**config.mk**
```make
export PLATFORM = sky130hd
export DESIGN_NAME = blp_cell
export DESIGN_NICKNAME = d
export VERILOG_FILES = /design/src/rtl/core/blp_pkg.sv /design/src/rtl/core/blp_cell.sv
export SDC_FILE = /design/constraint.sdc
export NUM_CORES = 2
export LEC_CHECK = 0
export BUFFER_PORTS_ARGS = -buffer_cell sky130_fd_sc_hd__clkbuf_2
export CAP_MARGIN = 10
export CORE_UTILIZATION = 60
export CTS_BUF_LIST = sky130_fd_sc_hd__clkbuf_8
export DETAILED_ROUTE_END_ITERATION = 16
export PLACE_DENSITY = 0.78
export SYNTH_ARGS = -nofsm -noshare
export SYNTH_HDL_FRONTEND = slang
export SYNTH_SLANG_ARGS = --single-unit
```
**constraint.sdc**
```tcl
create_clock -name clk -period 27.9 [get_ports clk]
set_clock_uncertainty 0.1 [all_clocks]
set_input_delay 5.58 -clock clk [delete_from_list [all_inputs] [get_ports clk]]
set_output_delay 5.58 -clock clk [all_outputs]
set_load 0.05 [all_outputs]
```
**src/rtl/core/blp_pkg.sv**
```systemverilog
// Shared types, constants and fixed-point helpers for the binomial lattice pricer.
`timescale 1ns / 1ps
`default_nettype none

package blp_pkg;

  localparam int PRICE_W   = 32;
  localparam int FACT_W    = 32;
  localparam int STEPS_W   = 9;
  localparam int FRAC_W    = 30;
  localparam int CFG_IDX_W = 3;
  localparam int CFG_DATA_W = 32;

  localparam logic [CFG_IDX_W-1:0] REG_STEPS       = 3'd0;
  localparam logic [CFG_IDX_W-1:0] REG_DOWN_FACTOR = 3'd1;
  localparam logic [CFG_IDX_W-1:0] REG_LEAF_RATIO  = 3'd2;
  localparam logic [CFG_IDX_W-1:0] REG_UP_WEIGHT   = 3'd3;
  localparam logic [CFG_IDX_W-1:0] REG_DOWN_WEIGHT = 3'd4;

  localparam logic [STEPS_W-1:0] STEPS_RST  = 9'd1;
  localparam logic [FACT_W-1:0]  ONE_Q30    = 32'h4000_0000;
  localparam logic [FACT_W-1:0]  HALF_Q30   = 32'h2000_0000;
  localparam logic [PRICE_W-1:0] PRICE_MAX  = 32'hFFFF_FFFF;

  typedef struct packed {
    logic [PRICE_W-1:0] spot;
    logic [PRICE_W-1:0] strike;
  } req_t;

  typedef struct packed {
    logic [PRICE_W-1:0] price;
    logic               saturated;
  } res_t;

  typedef struct packed {
    logic               sat;
    logic [PRICE_W-1:0] val;
  } qres_t;

  typedef struct packed {
    logic clear;
    logic load;
    logic step;
  } cell_ctl_t;

  typedef struct packed {
    logic load;
    logic done;
    logic sat;
  } lg_status_t;

  typedef enum logic [1:0] {
    ST_IDLE,
    ST_LEAVES,
    ST_INDUCT,
    ST_FIN
  } top_state_t;

  typedef enum logic [1:0] {
    LG_IDLE,
    LG_DOWN,
    LG_LEAF
  } lg_state_t;

  // Q16.16 times Q2.30, truncated, clamped at full scale
  function automatic qres_t qmul(input logic [PRICE_W-1:0] a, input logic [FACT_W-1:0] b);
    logic [PRICE_W+FACT_W-1:0] p;
    logic [PRICE_W+FACT_W-FRAC_W-1:0] sh;
    qres_t r;
    p  = {{FACT_W{1'b0}}, a} * {{PRICE_W{1'b0}}, b};
    sh = p[PRICE_W+FACT_W-1:FRAC_W];
    if (|sh[PRICE_W+FACT_W-FRAC_W-1:PRICE_W]) begin
      r.sat = 1'b1;
      r.val = PRICE_MAX;
    end else begin
      r.sat = 1'b0;
      r.val = sh[PRICE_W-1:0];
    end
    return r;
  endfunction

  function automatic qres_t sadd(input logic [PRICE_W-1:0] a, input logic [PRICE_W-1:0] b);
    logic [PRICE_W:0] s;
    qres_t r;
    s = {1'b0, a} + {1'b0, b};
    if (s[PRICE_W]) begin
      r.sat = 1'b1;
      r.val = PRICE_MAX;
    end else begin
      r.sat = 1'b0;
      r.val = s[PRICE_W-1:0];
    end
    return r;
  endfunction

  function automatic logic [PRICE_W-1:0] payoff(input logic [PRICE_W-1:0] leaf,
                                                input logic [PRICE_W-1:0] strike);
    return (leaf > strike) ? (leaf - strike) : '0;
  endfunction

endpackage

`default_nettype wire

```
**src/rtl/core/blp_cell.sv**
```systemverilog
// One lattice node: loads its leaf, then folds in its upper neighbor once per level.
`timescale 1ns / 1ps
`default_nettype none

module blp_cell #(
  parameter int CNT_W = 9,
  parameter int INDEX = 0
) (
  input  wire logic                        clk,
  input  wire logic                        rst_n,
  input  wire blp_pkg::cell_ctl_t          ctl,
  input  wire logic [CNT_W-1:0]            leaf_idx,
  input  wire logic [blp_pkg::PRICE_W-1:0] leaf_val,
  input  wire logic [CNT_W-1:0]            level,
  input  wire logic [blp_pkg::FACT_W-1:0]  up_weight,
  input  wire logic [blp_pkg::FACT_W-1:0]  down_weight,
  input  wire logic [blp_pkg::PRICE_W-1:0] upper_val,
  input  wire logic                        upper_sat,
  output logic [blp_pkg::PRICE_W-1:0]      node_val,
  output logic                             sat
);
  import blp_pkg::*;

  localparam logic [CNT_W-1:0] MY_IDX = CNT_W'(INDEX);

  logic [PRICE_W-1:0] val_r, val_nxt;
  logic               sat_r, sat_nxt;
  logic               active;
  qres_t              hi, lo, sum;

  assign active = ctl.step && (MY_IDX < level);

  always_comb begin
    hi  = qmul(upper_val, up_weight);
    lo  = qmul(val_r, down_weight);
    sum = sadd(hi.val, lo.val);
  end

  always_comb begin
    val_nxt = val_r;
    if (ctl.load && (leaf_idx == MY_IDX)) begin
      val_nxt = leaf_val;
    end else if (active) begin
      val_nxt = sum.val;
    end
  end

  // sticky flag ripples toward cell zero one cell a cycle
  always_comb begin
    if (ctl.clear) begin
      sat_nxt = 1'b0;
    end else begin
      sat_nxt = sat_r | upper_sat | (active & (hi.sat | lo.sat | sum.sat));
    end
  end

  always_ff @(posedge clk) begin
    if (!rst_n) begin
      sat_r <= 1'b0;
    end else begin
      sat_r <= sat_nxt;
    end
    val_r <= val_nxt;
  end

  assign node_val = val_r;
  assign sat      = sat_r;

endmodule

`default_nettype wire

```
==> reports/metrics.csv <==
metric,value,unit
row count,123,
max frequency,55.2,MHz
vias in the first global route,56800,
via count,51900,
register bit total from synthesis,33,
most frequent cells in the layout,"fa_1 (1,791), inv_1 (1,772), and2_1 (1,114), nand2_1 (1,104), ha_1 (552)",
grt ovf,0,
area of the die,116000,um2
Port Buffer Count,184,
cts hold-fix bufs,0,
Synth area leaders,"fa_1 (52%), and2_1 (10%), ha_1 (10%), inv_1 (9.7%), nand2_1 (6.0%)",
TritonCTS clock tree,done,
max_cap viols,0,
Setup crit end kind,flop,
max-slew violations,0,
asr flop ratio synth,0,
Worst-Skew Late Latency,0.29,ns
CP Max Fanout,33,
Die Ht,340,um
Final Setup Violations,0,
routed len/inst,21.8,um
Worst slew margin,0.285,
number of synthesized flops with an enable pin,32,
Initial Utilization,0.607,
Root Driver,clkbuf_8,
CP startpoint kind,primary input,
fin crit share,0.649,
io pins,185,
Worst Hold Class,reg -> reg,
CTS sink cnt,33,
Final Util,0.622,
DR iter-0 viols,3809,
Setup CP Type,in -> reg,
clock-pin slew on the worst setup and hold paths,0.07,ns
min cycle time layout,18.11,ns
maximum root-to-sink buffer count,2,
1st-pass router iterations,8,
initial antenna violation count,4,
Fill cells,9565,
GPL Wtd Cong,1.02,
Tot GR Track Use,0.349,
"commonest non-fill, non-tap cell in the layout",fa_1,
CTS resizes,0,
Mapped Cells,7646,
Worst EP required,27.84,ns
unrepaired setup endpoints after global routing,no,
sequential area share after synthesis,0.0143,
largest net degree at the start of global routing,57,
Final Hold Viols,0,
top-area cell type share of the netlist area,0.523,
Nets,9952,
Post-Route Setup TNS,0,ns
Routed WL,195,mm
Syn Area/Cell,8.97,um2
status,finished clean,
Syn. warnings,0,
layout cells sized above 1,0.0351,
syn_nets,10100,
core area,113000,um2
"Setup Fix Bufs, Post-CTS",0,
DP HPWL,153,mm
H-tree levels,2,
DRC viols,0,
Die Span X,340,um
most common flop cell mapped by yosys,edfxtp_1,
Synth area leader,fa_1,
most repeated library cell on the critical path,fa_1,
Worst Tran Pin Value,1.07,ns
Critical-path top delay cell,a221oi_4,
Mapped Area,68600,um2
Worst path max stage delay,0.88,ns
DR vias/cell,5.79,
Syn-to-layout area delta,2.36,%
Yosys cell types,74,
TritonCTS Buffers,5,
Antenna Violating Nets Remaining,0,
critical path arrival,18.05,ns
first-pass GRT wire length,313,mm
-- layout make-up --
class | count | area, um2 | area share
antenna | 3 | 7.51 | 0.000107
clock buffer | 5 | 68.8 | 0.000980
timing repair buffer | 230 | 1270 | 0.0180
tap | 1500 | 1880 | 0.0267
sequential | 33 | 981 | 0.0140
inverter | 1771 | 6650 | 0.0947
clock inverter | 3 | 13.8 | 0.000196
multi-input combinational | 5416 | 59400 | 0.845
-- worst max-delay path: cells and delay by family --
family                     cells  cell delay (ns)
adders and majority gates     11             5.12
buffers and inverters          3             0.71
and+or+nand+nor                7             1.87
AOI/OAI and AO/OA             13             4.74
-- synthesized netlist by cell type (15+ instances only) --
cell and number:
a211oi_1 19, a21o_1 55, a21oi_1 164, a31oi_1 41
and2_1 1114, and3_1 19, clkbuf_1 417, edfxtp_1 32
fa_1 1791, ha_1 552, inv_1 1771, nand2_1 1104
nand3_1 42, nand4_1 19, nor2_1 88, nor3_1 23
o21a_1 15, o21ai_0 79, o21bai_1 28, xnor2_1 63
xor2_1 34
-- metrics by stage --
step | hold slack (ns) | cells | cell area (um2) | setup slack, ns
6_report | 0.676 | 8961 | 70200 | 9.79
3_5_place_dp | 0.658 | 8950 | 70100 | 9.63
5_1_grt | 0.687 | 8958 | 70200 | 9.37
3_3_place_gp | 0.658 | 8950 | 70100 | 9.87
4_1_cts | 0.670 | 8958 | 70200 | 9.87
2_1_floorplan | 0.699 | 7646 | 68600 | 12.03
-- sequential cells by signal, indices dropped and copies added (netlist names) --
| signal | cells |
|---|---|
| sat | 1 |
| node_val | 32 |
-- layer usage --
| layer | wire length, um | share of wire | track usage |
|---|---|---|---|
| met1 | 72900 | 0.37 | 0.443 |
| met2 | 92700 | 0.48 | 0.575 |
| met3 | 18800 | 0.096 | 0.0766 |
| met4 | 10600 | 0.054 | 0.156 |
| met5 | 92 | 0.00047 | 0.00327 |
-- kinds of logic (layout without fill, tap and decap cells) --
group,after synthesis,count (layout),share of synthesized area
buffers and inverters,2197,2009,0.120
flip-flops,33,33,0.0143
adder cells (fa/ha/maj),2343,2343,0.623
multiplexers,1,1,0.000146
AND/OR/NAND/NOR,2464,2464,0.181
other,0,3,0
AO/OA/AOI/OAI,511,511,0.0489
XOR/XNOR,97,97,0.0124
-- final timing paths --
kind                                    start      endpoint  slack (ns)  cells after the start
worst max-delay path            up_weight[17]  node_val[15]        9.79                     34
worst max register to register   node_val[19]  node_val[15]       15.34                     37
worst min register to register            sat           sat        0.68                      2
worst min-delay path                      sat           sat        0.68                      2
Power is left out: the tool's default activity adds up to more than one toggle a clock period on the data nets, which glitch-free logic cannot reach.
