$ cat src/rtl/core/blp_pkg.sv
// Shared types, constants and fixed-point helpers for the binomial lattice pricer.
`timescale 1ns / 1ps
`default_nettype none

package blp_pkg;

  localparam int PRICE_W   = 32;
  localparam int FACT_W    = 32;
  localparam int STEPS_W   = 9;
  localparam int FRAC_W    = 30;
  localparam int CFG_IDX_W = 3;
  localparam int CFG_DATA_W = 32;

  localparam logic [CFG_IDX_W-1:0] REG_STEPS       = 3'd0;
  localparam logic [CFG_IDX_W-1:0] REG_DOWN_FACTOR = 3'd1;
  localparam logic [CFG_IDX_W-1:0] REG_LEAF_RATIO  = 3'd2;
  localparam logic [CFG_IDX_W-1:0] REG_UP_WEIGHT   = 3'd3;
  localparam logic [CFG_IDX_W-1:0] REG_DOWN_WEIGHT = 3'd4;

  localparam logic [STEPS_W-1:0] STEPS_RST  = 9'd1;
  localparam logic [FACT_W-1:0]  ONE_Q30    = 32'h4000_0000;
  localparam logic [FACT_W-1:0]  HALF_Q30   = 32'h2000_0000;
  localparam logic [PRICE_W-1:0] PRICE_MAX  = 32'hFFFF_FFFF;

  typedef struct packed {
    logic [PRICE_W-1:0] spot;
    logic [PRICE_W-1:0] strike;
  } req_t;

  typedef struct packed {
    logic [PRICE_W-1:0] price;
    logic               saturated;
  } res_t;

  typedef struct packed {
    logic               sat;
    logic [PRICE_W-1:0] val;
  } qres_t;

  typedef struct packed {
    logic clear;
    logic load;
    logic step;
  } cell_ctl_t;

  typedef struct packed {
    logic load;
    logic done;
    logic sat;
  } lg_status_t;

  typedef enum logic [1:0] {
    ST_IDLE,
    ST_LEAVES,
    ST_INDUCT,
    ST_FIN
  } top_state_t;

  typedef enum logic [1:0] {
    LG_IDLE,
    LG_DOWN,
    LG_LEAF
  } lg_state_t;

  // Q16.16 times Q2.30, truncated, clamped at full scale
  function automatic qres_t qmul(input logic [PRICE_W-1:0] a, input logic [FACT_W-1:0] b);
    logic [PRICE_W+FACT_W-1:0] p;
    logic [PRICE_W+FACT_W-FRAC_W-1:0] sh;
    qres_t r;
    p  = {{FACT_W{1'b0}}, a} * {{PRICE_W{1'b0}}, b};
    sh = p[PRICE_W+FACT_W-1:FRAC_W];
    if (|sh[PRICE_W+FACT_W-FRAC_W-1:PRICE_W]) begin
      r.sat = 1'b1;
      r.val = PRICE_MAX;
    end else begin
      r.sat = 1'b0;
      r.val = sh[PRICE_W-1:0];
    end
    return r;
  endfunction

  function automatic qres_t sadd(input logic [PRICE_W-1:0] a, input logic [PRICE_W-1:0] b);
    logic [PRICE_W:0] s;
    qres_t r;
    s = {1'b0, a} + {1'b0, b};
    if (s[PRICE_W]) begin
      r.sat = 1'b1;
      r.val = PRICE_MAX;
    end else begin
      r.sat = 1'b0;
      r.val = s[PRICE_W-1:0];
    end
    return r;
  endfunction

  function automatic logic [PRICE_W-1:0] payoff(input logic [PRICE_W-1:0] leaf,
                                                input logic [PRICE_W-1:0] strike);
    return (leaf > strike) ? (leaf - strike) : '0;
  endfunction

endpackage

`default_nettype wire

$ cat src/rtl/core/blp_leaf_gen.sv
// Leaf generator: walks spot down the lattice, then along the leaves, one multiply a cycle.
`timescale 1ns / 1ps
`default_nettype none

module blp_leaf_gen #(
  parameter int CNT_W = 9
) (
  input  wire logic                        clk,
  input  wire logic                        rst_n,
  input  wire logic                        start,
  input  wire logic [CNT_W-1:0]            n,
  input  wire logic [blp_pkg::PRICE_W-1:0] spot,
  input  wire logic [blp_pkg::PRICE_W-1:0] strike,
  input  wire logic [blp_pkg::FACT_W-1:0]  down_factor,
  input  wire logic [blp_pkg::FACT_W-1:0]  leaf_ratio,
  output blp_pkg::lg_status_t              status,
  output logic [CNT_W-1:0]                 leaf_idx,
  output logic [blp_pkg::PRICE_W-1:0]      leaf_val
);
  import blp_pkg::*;

  lg_state_t          state_r, state_nxt;
  logic [CNT_W-1:0]   cnt_r, cnt_nxt;
  logic [CNT_W-1:0]   n_r, n_nxt;
  logic [PRICE_W-1:0] leaf_r, leaf_nxt;
  logic [PRICE_W-1:0] strike_r, strike_nxt;
  logic               sat_r, sat_nxt;
  qres_t              prod;
  logic               cnt_last;

  assign cnt_last = (cnt_r == n_r);

  always_comb begin
    prod = qmul(leaf_r, (state_r == LG_DOWN) ? down_factor : leaf_ratio);
  end

  // next state and datapath
  always_comb begin
    state_nxt  = state_r;
    cnt_nxt    = cnt_r;
    n_nxt      = n_r;
    leaf_nxt   = leaf_r;
    strike_nxt = strike_r;
    sat_nxt    = sat_r;
    case (state_r)
      LG_IDLE: begin
        if (start) begin
          leaf_nxt   = spot;
          strike_nxt = strike;
          n_nxt      = n;
          cnt_nxt    = '0;
          sat_nxt    = 1'b0;
          state_nxt  = (n == '0) ? LG_LEAF : LG_DOWN;
        end
      end
      LG_DOWN: begin
        leaf_nxt = prod.val;
        sat_nxt  = sat_r | prod.sat;
        if ((cnt_r + CNT_W'(1)) == n_r) begin
          cnt_nxt   = '0;
          state_nxt = LG_LEAF;
        end else begin
          cnt_nxt = cnt_r + CNT_W'(1);
        end
      end
      LG_LEAF: begin
        if (cnt_last) begin
          state_nxt = LG_IDLE;
        end else begin
          leaf_nxt = prod.val;
          sat_nxt  = sat_r | prod.sat;
          cnt_nxt  = cnt_r + CNT_W'(1);
        end
      end
      default: state_nxt = LG_IDLE;
    endcase
  end

  // outputs
  always_comb begin
    status.load = (state_r == LG_LEAF);
    status.done = (state_r == LG_LEAF) && cnt_last;
    status.sat  = sat_r;
    leaf_idx    = cnt_r;
    leaf_val    = payoff(leaf_r, strike_r);
  end

  always_ff @(posedge clk) begin
    if (!rst_n) begin
      state_r <= LG_IDLE;
      sat_r   <= 1'b0;
      leaf_r  <= '0;
    end else begin
      state_r <= state_nxt;
      sat_r   <= sat_nxt;
      leaf_r  <= leaf_nxt;
    end
    cnt_r    <= cnt_nxt;
    n_r      <= n_nxt;
    strike_r <= strike_nxt;
  end

endmodule

`default_nettype wire

$ cat config.mk
export PLATFORM = sky130hd
export DESIGN_NAME = blp_leaf_gen
export DESIGN_NICKNAME = d
export VERILOG_FILES = /design/src/rtl/core/blp_pkg.sv /design/src/rtl/core/blp_leaf_gen.sv
export SDC_FILE = /design/constraint.sdc
export NUM_CORES = 2
export LEC_CHECK = 0
export BUFFER_PORTS_ARGS = -buffer_cell sky130_fd_sc_hd__buf_2
export CAP_MARGIN = 20
export CORE_MARGIN = 2
export CORE_UTILIZATION = 40
export CTS_CLUSTER_DIAMETER = 200
export CTS_CLUSTER_SIZE = 40
export DETAILED_ROUTE_END_ITERATION = 10
export PLACE_DENSITY = 0.67
export SYNTH_ARGS = -nofsm -noshare
export SYNTH_HDL_FRONTEND = slang
export SYNTH_SLANG_ARGS = --single-unit
$ cat constraint.sdc
create_clock -name clk -period 9.61 [get_ports clk]
set_input_delay 0.4805 -clock clk [delete_from_list [all_inputs] [get_ports clk]]
set_output_delay 0.4805 -clock clk [all_outputs]
set_load 0.05 [all_outputs]
==> out/metrics.yaml <==
outcome: "completed"
avgSynthCellArea_um2: 9.029
slew_headroom: 0.2921
io_buffers: 183
seq_area_frac_synth: 0.05720
dp_hpwl_mm: 91.26
antenna_found_initial: 17
place_ws_ps: 259.1
grt_pass1_wl_mm: 179.0
finalWirelength_mm: 112.8
crit_type: "reg -> reg"
top_usage_layer: "met2"
hold_class: "in -> reg"
via_per_inst: 5.228
r2r_slack_ps: 330
htreeDepth: 3
row_count: 113
rsz0062_at_grt: "no"
drc_errors: 0
hold_path_depth: 1
cap_viol_max_count: 0
wl_per_cell_um: 20.21
cts_root_buf: "clkbuf_16"
grt_util_met3: 0.06693
synthesis.nets: 5597
cp_common_cell: "fa_1"
crit_start: "state_r[1]"
finalNetCount: 5633
holdPathEnd: "strike_r[16]"
ant_nets: 0
hold_path_startpoint: "strike[16]"
synth_flop_cell: "edfxtp_1"
grt_pass1_vias: 31239
path_max_fanout: 30
fp.dieArea_mm2: 0.09875
drt-initial-drc-count: 2010
gp_congestion: 0.9074
period_share: 0.9659
setup.worst_path.end_class: "flip-flop"
die_h_um: 314.2
gr-total-overflow: 0
setup_viol: 0
maxSlewViolCount: 0
r2r-end: "leaf_r[12]"
synth_area_mm2: 0.03850
clk_path_buf_depth: 2
r2r_cells: 28
drt-pass1-iter-count: 5
grt_max_degree: 42
cts_buffers: 9
io_pins: 184
hold_slack_ps: 292.2
start_kind: "flip-flop"
cp.arrival_ps: 9570
synth-edff-count: 50
r2r_start: "state_r[1]"
fp.dieW_um: 314.2
ys_seq_elements: 85
syn_to_final_growth_pct: 6.623
clock_latency_ps: 360
ctsHoldBuffers: 0
fin_worst_skew_ps: 7.869
grt_use_met2: 0.3787
initial_core_util: 0.4046
cpMaxStageDelayCell: "o21ai_1"
ys_warn_count: 0
period_minus_slack_ps: 9283
utilization: 0.4314
cts_tree: "done"
syn_inst: 4264
clkSinkCount: 85
required_ps: 9900
fmax_ghz: 0.1077
synth_cell_types: 74
path_clk_slew_ps: 70
max_stage_delay_ps: 620
finalWorstSetupSlack_ps: 327.3
drive_above_1_share: 0.07828
tns_ps: 0
async_reset_ff_frac: 0
hold_violations: 0
tightest_slew_ps: 1062
core_area_mm2: 0.09515
globalRouteTotalUtil: 0.2359
vias: 29171
grtUsageMet1: 0.3146
cell families (layout without fill, tap and decap cells):
family                   Yosys count  in the layout  share of synthesized area
adder cells (fa/ha/maj)         1193           1193                     0.5624
XOR/XNOR                          84             84                    0.01911
AO/OA/AOI/OAI                    341            341                    0.05859
flip-flops                        85             85                    0.05720
AND/OR/NAND/NOR                 1371           1371                     0.1787
multiplexers                      35             35                    0.01030
other                              0             10                          0
buffers and inverters           1155           1196                     0.1137
critical path: cells and delay by family (launching register included):
family / cells / cell delay (ps)
flops: 1 / 340
simple gates: 4 / 840
xor+xnor: 1 / 250
fa+ha+maj: 10 / 4650
buf+inv: 7 / 820
compound gates: 5 / 1630
mux: 1 / 610
placed cells by master (no fill, tap or decap), drive strengths merged, types with 18 or more instances in the layout:
master  count
inv       921
fa        896
nand2     568
and2      562
ha        297
buf       260
a21oi     109
nor2      100
o21ai      57
edfxtp     50
xnor2      48
a21o       37
xor2       36
dfxtp      35
mux2       34
nand3      33
nand4      28
o221ai     20
nor3       18
o211ai     18
flip-flops by register name, summed over array words and instances (netlist names):
signal    cells
leaf_r       32
strike_r     32
leaf_idx      9
n_r           9
state_r       2
sat_r         1
through the flow:
| step | instances | instance area, um^2 |
|---|---|---|
| final | 5580 | 41050 |
| after detailed placement | 5552 | 40700 |
| after CTS | 5568 | 40990 |
| after global routing | 5573 | 41030 |
| after floorplan | 4264 | 38500 |
| after global placement | 5551 | 40670 |
Yosys cell counts, types with 5 or more instances:
master    number  area share
a211oi_1       6      0.0012
ha_1         297       0.097
o21a_1         8      0.0016
mux2_2        33      0.0097
nor3_1        18      0.0023
clkbuf_1     213       0.021
nor2b_1        8      0.0013
xor2_1        36      0.0082
inv_1        920       0.090
buf_2         18      0.0023
nor4_1         5     0.00081
dfxtp_1       35       0.018
a21oi_1      108       0.014
or3_1         11      0.0018
o21ai_0       54      0.0070
nand2_1      567       0.055
edfxtp_1      50       0.039
and2_1       562       0.091
nor2_1        99      0.0097
a221oi_1       5      0.0011
and3_1        17      0.0028
a21boi_0       5     0.00098
nand3_1       33      0.0043
a21o_1        37      0.0072
nand4_1       28      0.0045
o31ai_1        8      0.0016
o221ai_1      20      0.0045
a31oi_1       16      0.0026
o211ai_1      17      0.0033
xnor2_1       48       0.011
fa_1         896        0.47
o21bai_1      13      0.0025
how the worst max path moves through the flow:
stage                 endpoint  cells after the start
finish              leaf_r[12]                     28
global route        leaf_r[13]                     29
CTS                 leaf_r[13]                     28
detailed placement  leaf_r[13]                     29
global placement    leaf_r[29]                     28
floorplan           leaf_r[17]                     31
layer usage:
metal | up-vias | wire length [um]
li1 | 12821 | -
met1 | 14884 | 46280
met2 | 1252 | 51760
met3 | 190 | 11590
met4 | 24 | 2990
met5 | - | 171
area by class of cell:
| class | instances | area (um^2) |
|---|---|---|
| flip-flops and latches | 85 | 2213 |
| fillers | 9260 | 54100 |
| inverters | 920 | 3453 |
| clock inverters | 7 | 65.06 |
| clock buffers | 9 | 225.2 |
| diodes | 10 | 25.02 |
| multi-input cells | 3024 | 31930 |
| well taps | 1265 | 1583 |
| repair buffers | 260 | 1551 |
repair_timing:
action,4_1_cts,5_1_grt
resized for setup,0,3
setup endpoints to repair,0,25
setup buffers,0,2
Power is not shown: default switching activity piles up to over one toggle a cycle in this logic, so the estimate is an artifact.
